`src/hw/rtl/swrl_pkg.sv`:
```
// Shared types and constants of the sliding window rate limiter.
// Depends on nothing; used by the controller, the datapath and the top level.
`default_nettype none

package swrl_pkg;

	localparam int STAMP_W   = 32;
	localparam int CFG_W     = 16;
	localparam int CFG_IDX_W = 2;
	localparam int EVENTS_W  = 7;

	localparam logic [CFG_W-1:0] WINDOW_RESET = 16'd60;
	localparam logic [CFG_W-1:0] LIMIT_RESET  = 16'd60;

	typedef enum logic [CFG_IDX_W-1:0] {
		REG_WINDOW = 2'd0,
		REG_LIMIT  = 2'd1
	} cfg_reg_t;

	typedef enum logic [1:0] {
		ST_IDLE,
		ST_SCAN,
		ST_COMMIT
	} state_t;

	// Commands from the controller to the datapath.
	typedef struct packed {
		logic start;   // capture the request time and rewind the scan pointers
		logic scan;    // step the read pointer through the log
		logic commit;  // append if allowed, update the count, load the result
	} cmd_t;

	// Status from the datapath to the controller.
	typedef struct packed {
		logic scan_done;
	} sts_t;

endpackage

`default_nettype wire

```
`src/hw/rtl/swrl_ctrl.sv`:
```
// Controller of the rate limiter: sequences accept, log compaction and commit.
// Depends on swrl_pkg; drives the datapath through cmd_t and reads sts_t.
`default_nettype none

module swrl_ctrl (
	input  wire logic          clk,
	input  wire logic          arst_n,
	input  wire logic          in_valid,
	output logic               in_stall,
	output logic               out_valid,
	input  wire logic          out_stall,
	input  swrl_pkg::sts_t     sts,
	output swrl_pkg::cmd_t     cmd
);
	import swrl_pkg::*;

	state_t state_q;
	state_t state_nxt;
	logic   out_valid_q;
	logic   out_free;

	assign out_free  = !out_valid_q || !out_stall;
	assign out_valid = out_valid_q;

	always_comb begin
		state_nxt = state_q;
		case (state_q)
			ST_IDLE: begin
				if (in_valid) begin
					state_nxt = ST_SCAN;
				end
			end
			ST_SCAN: begin
				if (sts.scan_done) begin
					state_nxt = ST_COMMIT;
				end
			end
			ST_COMMIT: begin
				if (out_free) begin
					state_nxt = ST_IDLE;
				end
			end
			default: begin
				state_nxt = ST_IDLE;
			end
		endcase
	end

	always_comb begin
		in_stall   = 1'b1;
		cmd.start  = 1'b0;
		cmd.scan   = 1'b0;
		cmd.commit = 1'b0;
		case (state_q)
			ST_IDLE: begin
				in_stall  = 1'b0;
				cmd.start = in_valid;
			end
			ST_SCAN: begin
				cmd.scan = 1'b1;
			end
			ST_COMMIT: begin
				cmd.commit = out_free;
			end
			default: begin
				in_stall = 1'b1;
			end
		endcase
	end

	always_ff @(posedge clk or negedge arst_n) begin
		if (!arst_n) begin
			state_q     <= ST_IDLE;
			out_valid_q <= 1'b0;
		end else begin
			state_q <= state_nxt;
			if (cmd.commit) begin
				out_valid_q <= 1'b1;
			end else if (!out_stall) begin
				out_valid_q <= 1'b0;
			end
		end
	end

endmodule

`default_nettype wire

```
`src/hw/rtl/swrl_dp.sv`:
```
// Datapath of the rate limiter: configuration, stamp log memory, compaction
// and result registers. Depends on swrl_pkg; commanded by swrl_ctrl.
`default_nettype none

module swrl_dp #(
	parameter int MAX_EVENTS = 64
) (
	input  wire logic                              clk,
	input  wire logic                              arst_n,
	input  wire logic                              cfg_we,
	input  wire logic [swrl_pkg::CFG_IDX_W-1:0]    cfg_index,
	input  wire logic [swrl_pkg::CFG_W-1:0]        cfg_wdata,
	input  wire logic [swrl_pkg::STAMP_W-1:0]      now_seconds,
	input  swrl_pkg::cmd_t                         cmd,
	output swrl_pkg::sts_t                         sts,
	output logic                                   admitted,
	output logic [swrl_pkg::EVENTS_W-1:0]          events_in_window
);
	import swrl_pkg::*;

	localparam int CW = $clog2(MAX_EVENTS + 1);
	localparam int AW = (MAX_EVENTS > 1) ? $clog2(MAX_EVENTS) : 1;

	logic [CFG_W-1:0]   window_q;
	logic [CFG_W-1:0]   limit_q;
	logic [STAMP_W-1:0] now_q;
	logic [CW-1:0]      count_q;
	logic [CW-1:0]      rd_q;
	logic [CW-1:0]      wr_q;
	logic               rvalid_s1;
	logic [STAMP_W-1:0] rdata_s1;
	logic               admitted_q;
	logic [EVENTS_W-1:0] events_q;

	logic [STAMP_W-1:0] stamp_mem [MAX_EVENTS];

	logic [STAMP_W-1:0] age;
	logic               keep;
	logic               issue;
	logic               ok;
	logic [CW-1:0]      new_count;
	logic               mem_we;
	logic [AW-1:0]      mem_waddr;
	logic [STAMP_W-1:0] mem_wdata;

	// A negative age (a stamp ahead of now, or one so old that the difference wrapped) still counts.
	assign age  = now_q - rdata_s1;
	assign keep = age[STAMP_W-1] || (age < {{(STAMP_W-CFG_W){1'b0}}, window_q});

	assign issue         = cmd.scan && (rd_q < count_q);
	assign sts.scan_done = (rd_q == count_q) && !rvalid_s1;

	assign ok        = (CFG_W'(wr_q) < limit_q) && (wr_q < CW'(MAX_EVENTS));
	assign new_count = wr_q + CW'(ok);

	always_comb begin
		mem_we    = 1'b0;
		mem_waddr = wr_q[AW-1:0];
		mem_wdata = rdata_s1;
		if (rvalid_s1) begin
			mem_we = keep;
		end else if (cmd.commit) begin
			mem_we    = ok;
			mem_wdata = now_q;
		end
	end

	always_ff @(posedge clk) begin
		if (mem_we) begin
			stamp_mem[mem_waddr] <= mem_wdata;
		end
		rdata_s1 <= stamp_mem[rd_q[AW-1:0]];
	end

	always_ff @(posedge clk or negedge arst_n) begin
		if (!arst_n) begin
			window_q  <= WINDOW_RESET;
			limit_q   <= LIMIT_RESET;
			count_q   <= '0;
			rd_q      <= '0;
			wr_q      <= '0;
			rvalid_s1 <= 1'b0;
		end else begin
			if (cfg_we) begin
				case (cfg_reg_t'(cfg_index))
					REG_WINDOW: begin
						window_q <= cfg_wdata;
					end
					REG_LIMIT: begin
						limit_q <= cfg_wdata;
					end
					default: begin
					end
				endcase
			end
			rvalid_s1 <= issue;
			if (cmd.start) begin
				rd_q <= '0;
				wr_q <= '0;
			end else begin
				if (issue) begin
					rd_q <= rd_q + CW'(1);
				end
				if (rvalid_s1 && keep) begin
					wr_q <= wr_q + CW'(1);
				end
			end
			if (cmd.commit) begin
				count_q <= new_count;
			end
		end
	end

	always_ff @(posedge clk) begin
		if (cmd.start) begin
			now_q <= now_seconds;
		end
		if (cmd.commit) begin
			admitted_q <= ok;
			events_q   <= EVENTS_W'(new_count);
		end
	end

	assign admitted         = admitted_q;
	assign events_in_window = events_q;

endmodule

`default_nettype wire

```
`src/hw/rtl/sliding_window_rate_limiter.sv`:
```
// Top level of the sliding window log rate limiter.
// Depends on swrl_pkg, swrl_ctrl and swrl_dp.
//
// Usage: each request item on the input channel carries now_seconds. The
// block keeps a log of the stamps of admitted requests. For each item it
// first drops every logged stamp whose signed age (now minus stamp) is not
// below window_seconds, keeping the order of the rest, then admits and logs
// the request if the remaining count is below both limit_per_window and the
// log capacity MAX_EVENTS. One result item follows each request item with
// the admit flag and the number of stamps in the log afterwards.
// Timing: the compaction reads the log through one registered memory read
// port, one stamp per cycle, and the result is loaded into the output
// register at the commit step once the scan is done. A new request is
// accepted only after the previous item has committed, and in_stall is
// high while an item is in work.
// Output: the result sits in an output register; while the receiver holds
// out_stall the result stays put, and a finished item waits in its commit
// step until the register frees up, with nothing lost.
// Reset: arst_n clears the log count, the control state and the output
// valid, and loads both configuration registers with 60. The log memory is
// not cleared, since only entries below the count are ever used.
// The user writes configuration through cfg_we, cfg_index and cfg_wdata only
// while the block is idle (not enforced by the block); spare indexes are ignored.
`default_nettype none

module sliding_window_rate_limiter #(
	parameter int MAX_EVENTS = 64
) (
	input  wire logic                              clk,
	input  wire logic                              arst_n,
	input  wire logic                              cfg_we,
	input  wire logic [swrl_pkg::CFG_IDX_W-1:0]    cfg_index,
	input  wire logic [swrl_pkg::CFG_W-1:0]        cfg_wdata,
	input  wire logic                              in_valid,
	output logic                                   in_stall,
	input  wire logic [swrl_pkg::STAMP_W-1:0]      now_seconds,
	output logic                                   out_valid,
	input  wire logic                              out_stall,
	output logic                                   admitted,
	output logic [swrl_pkg::EVENTS_W-1:0]          events_in_window
);
	import swrl_pkg::*;

	cmd_t cmd;
	sts_t sts;

	// The controller walks accept, scan and commit; the datapath owns the
	// configuration, the log and the result registers and answers with the end of the scan.
	swrl_ctrl u_ctrl (
		.clk       (clk),
		.arst_n    (arst_n),
		.in_valid  (in_valid),
		.in_stall  (in_stall),
		.out_valid (out_valid),
		.out_stall (out_stall),
		.sts       (sts),
		.cmd       (cmd)
	);

	swrl_dp #(
		.MAX_EVENTS (MAX_EVENTS)
	) u_dp (
		.clk              (clk),
		.arst_n           (arst_n),
		.cfg_we           (cfg_we),
		.cfg_index        (cfg_index),
		.cfg_wdata        (cfg_wdata),
		.now_seconds      (now_seconds),
		.cmd              (cmd),
		.sts              (sts),
		.admitted         (admitted),
		.events_in_window (events_in_window)
	);

endmodule

`default_nettype wire

```
`config.mk`:
```
export PLATFORM = sky130hd
export DESIGN_NAME = sliding_window_rate_limiter
export DESIGN_NICKNAME = d
export VERILOG_FILES = /design/src/hw/rtl/swrl_pkg.sv /design/src/hw/rtl/swrl_ctrl.sv /design/src/hw/rtl/swrl_dp.sv /design/src/hw/rtl/sliding_window_rate_limiter.sv
export SDC_FILE = /design/constraint.sdc
export NUM_CORES = 2
export LEC_CHECK = 0
export BUFFER_PORTS_ARGS = -buffer_cell sky130_fd_sc_hd__buf_2
export CAP_MARGIN = 0
export CORE_MARGIN = 2
export CORE_UTILIZATION = 45
export DETAILED_ROUTE_END_ITERATION = 16
export GPL_TIMING_DRIVEN = 0
export PLACE_DENSITY = 0.6
export SYNTH_ARGS = -nofsm -noshare
export SYNTH_HDL_FRONTEND = slang
export SYNTH_SLANG_ARGS = --single-unit
```
`constraint.sdc`:
```
create_clock -name clk -period 6.45 [get_ports clk]
set_input_delay 0.645 -clock clk [delete_from_list [all_inputs] [get_ports clk]]
set_output_delay 0.645 -clock clk [all_outputs]
set_load 0.01 [all_outputs]
```
==> flow_summary.yaml <==
run_status:
  status: "finished, violations left"
  failed_checks: "capacitance limit, slew limit"
clock_tree:
  tritoncts: "done"
  cts_root_buf: "clkbuf_16"
  htreeDepth: 4
  cts_sinks: 2177
  cts.clk_slew.worst_paths_ns: 0.06
  cts_buffers: 218
  ctsLongestPathBuffers: 3
  clk_latency_ns: 0.87
final_layout:
  seq_area_um2: 64800
  multi_input_area_um2: 20300
  utilization_pct: 54.1
  area_growth_syn_to_layout_pct: 19.4
  postLayoutCellArea_um2: 102000
  drive_above_1_share_pct: 33.3
  fill_cells: 14100
  nets: 4479
floorplanning:
  core_um2: 188000
  start_util_pct: 45.3
  die_h_um: 439
  num_io_pins: 65
  row_count: 159
  die_area_um2: 193000
  die_w_um: 439
placement:
  dp_hpwl_mm: 170
  portBuffers: 64
  place_area_um2: 93300
  place.gp.congestion: 0.912
sta:
  fin_setup_tns_ns: 0
  hold_violations: 0
  finClkSkew_ns: 0.0383
  max_freq_mhz: 159
  slew_headroom_pct: -1.92
  fin_crit_ns: 6.28
  rsz0062_at_grt: "true"
  setup_viol: 0
  drv_slew: 4
  finalCritPeriodShare_pct: 97.3
  worst_slew_pin_slew_ns: 1.51
  hold_slack_ns: 0.0663
drt:
  drt_iter0_markers: 5587
  vias: 42600
  wl_mm: 241
  drc: 0
  ant_nets: 0
  viasPerCell: 6.05
  wire_per_inst_um: 34.1
  firstDrtPassIters: 5
grt:
  grt_pass1_wl_mm: 333
  grt_max_degree: 65
  first_global_vias: 42000
  grt_usage_pct: 25.0
  antenna_found_initial: 24
  grt_overflow: 0
worst_setup_path:
  path_buf_inv: 2
  arrival_ns: 6.82
  path_delay_family: "simple AND/OR/NAND/NOR gates"
  required_ns: 6.99
  crit_type: "reg2reg"
  end_kind: "flip-flop"
  path_cells: "ha_2 -> and2_1 -> a221oi_4 -> a21oi_2 -> or2_4 -> a21o_1 -> a21oi_1 -> xnor2_1 -> ha_1 -> nand4_1 -> nand3b_1 -> a21oi_4 -> o2111ai_1 -> or4_1 -> a2111oi_2 -> and4_1 -> and4_4 -> a211oi_4 -> buf_6 -> nor3_4 -> buf_16"
  path_max_fanout: 15
  cp-start-kind: "flip-flop"
  cp_slowest_cell: "nor3_4"
  cp_slowest_stage_delay_ns: 0.68
power:
  p_leak_nw: 32.7
  p_per_area_nw_per_um2: 470
  peakVddDrop_uv: 341
  finalPower_mw: 47.9
synthesis:
  yosys_warnings: 0
  synthesis.nets: 3861
  ys_types: 70
  synth-edff-count: 2088
  synth_ff_type: "edfxtp_1"
  postSynthCellCount: 3742
  ys_seq_area_share_pct: 76.0
  synth_area_per_cell_um2: 22.8
  ys_ff_latch: 2177
  syn_area_um2: 85200
  async_reset_ff_share_pct: 2.62
flow_run:
  drv_cap: 1
worst_hold_path:
  min_path_type: "in2reg"
[report_power, final]
group,switching (mW),internal (mW),total [mW],leakage (nW)
Sequential,0.197,18.3,18.4,19.7
Clock,5.39,7.07,12.5,3.42
Combinational,10.8,6.17,16.9,9.51
Total,16.4,31.5,47.9,32.7
[routing by layer]
metal,vias to the layer above,GRT usage (%),wire length (um)
met3,351,5.28,22100
met5,-,0,46
met1,23000,34.8,94100
met2,2039,39.2,115000
li1,17200,-,-
met4,6,9.54,9440
[cells in the mapped netlist, types with 3 or more instances]
cell / instances / area share (%)
inv_1: 70 / 0.31
a211oi_1: 6 / 0.053
o211ai_1: 4 / 0.035
dfxtp_1: 32 / 0.75
xnor2_1: 23 / 0.24
nand3b_1: 8 / 0.070
nand2_1: 97 / 0.43
nor2_1: 43 / 0.19
nor3_1: 53 / 0.31
clkbuf_1: 137 / 0.60
o2111ai_1: 5 / 0.051
a21o_1: 17 / 0.15
dfstp_2: 8 / 0.25
buf_6: 8 / 0.11
nor2b_1: 4 / 0.029
a221o_1: 3 / 0.035
o21ai_0: 69 / 0.41
or3_1: 5 / 0.037
nand2b_1: 14 / 0.10
mux2i_1: 7 / 0.082
mux2_2: 19 / 0.25
and4_1: 6 / 0.062
a21oi_1: 49 / 0.29
nor4_1: 3 / 0.022
a21boi_0: 3 / 0.026
nor3_2: 23 / 0.27
nand3_1: 17 / 0.10
and3_1: 4 / 0.029
o21a_1: 7 / 0.062
xor2_1: 11 / 0.11
a31oi_1: 5 / 0.037
edfxtp_1: 2088 / 74
ha_1: 63 / 0.92
buf_1: 49 / 0.22
nand4_1: 15 / 0.11
mux4_2: 672 / 18
o21bai_1: 4 / 0.035
dfrtp_1: 49 / 1.4
[placed cells by master, fill, tap and decap left out, drive strengths merged, types with 7 or more instances in the layout]
cell            n
dfxtp          32
dfrtp          49
nor3           76
mux2           19
a21oi          50
nand3b          8
mux4          672
diode          16
bufinv         20
and4            7
dlygate4sd3    33
clkinvlp        8
nor2           44
nand2          97
clkbuf        401
dfstp           8
nand2b         14
clkinv         98
mux2i           7
nand3          17
a211oi          8
xor2           11
xnor2          23
buf           423
nand4          15
a21o           17
ha             63
o21ai          71
edfxtp       2088
inv            85
o21a            7
[timing repair]
action                                  in CTS  in global routing
gates resized for setup                     13                 19
endpoints found under the setup margin    1944               1710
hold buffers                                32                  1
pin swaps                                   17                 29
setup buffers                               16                 73
hold endpoints to repair                    37                 49
[path summary, 6_finish.rpt]
| path | start | endpoint | slack, ns | cells after the start |
|---|---|---|---|---|
| min in group asynchronous | arst_n | u_dp.limit_q[10] | 0.41 | 2 |
| worst max-delay path | u_dp.now_q[4] | u_dp.stamp_mem[11][13] | 0.17 | 21 |
| worst min-delay path | cfg_wdata[11] | u_dp.limit_q[11] | 0.07 | 2 |
| worst min register to register | u_dp.count_q[0] | u_dp.count_q[0] | 0.49 | 2 |
| worst max register to register | u_dp.now_q[4] | u_dp.stamp_mem[11][13] | 0.17 | 21 |
| max in group asynchronous | arst_n | u_dp.rd_q[4] | 5.48 | 2 |
[registers in the layout, summed over array words and instances, names as in the netlist]
signal / flops
u_dp.wr_q: 7
u_dp.now_q: 32
u_dp.rdata_s1: 32
u_ctrl.state_q: 2
u_dp.limit_q: 16
u_dp.window_q: 16
u_dp.admitted: 1
u_dp.rd_q: 7
u_dp.events_in_window: 7
u_dp.count_q: 7
u_ctrl.out_valid: 1
u_dp.stamp_mem: 2048
u_dp.rvalid_s1: 1
[cell families (layout without fill, tap and decap cells)]
logic type | Yosys count | in the layout | synth area share (%)
muxes | 698 | 698 | 18.1
xor gates and xnor gates | 34 | 34 | 0.349
other | 0 | 16 | 0
adders and majority gates | 64 | 64 | 0.948
buffers and inverters | 268 | 1068 | 1.25
DFF | 2177 | 2177 | 76.0
and+or+nand+nor | 304 | 304 | 1.87
AOI/OAI and AO/OA | 197 | 197 | 1.48
[layout make-up]
class                   instances  area share, %
flip-flops and latches       2177           63.7
multi-input cells            1297           20.0
well taps                    2495           3.07
inverters                      72          0.266
diodes                         16         0.0394
clock inverters               139           1.26
plain buffers                 195          0.813
repair buffers                399           5.30
clock buffers                 263           5.59
[stage by stage]
stage               instances  worst slack, ns
floorplan                3742           -0.506
global placement         6301            -4.84
detailed placement       6514           -0.881
CTS                      6964          0.00223
global route             7040          -0.0226
finish                   7053            0.173
Note: power is estimated with default switching activity, not from simulation.
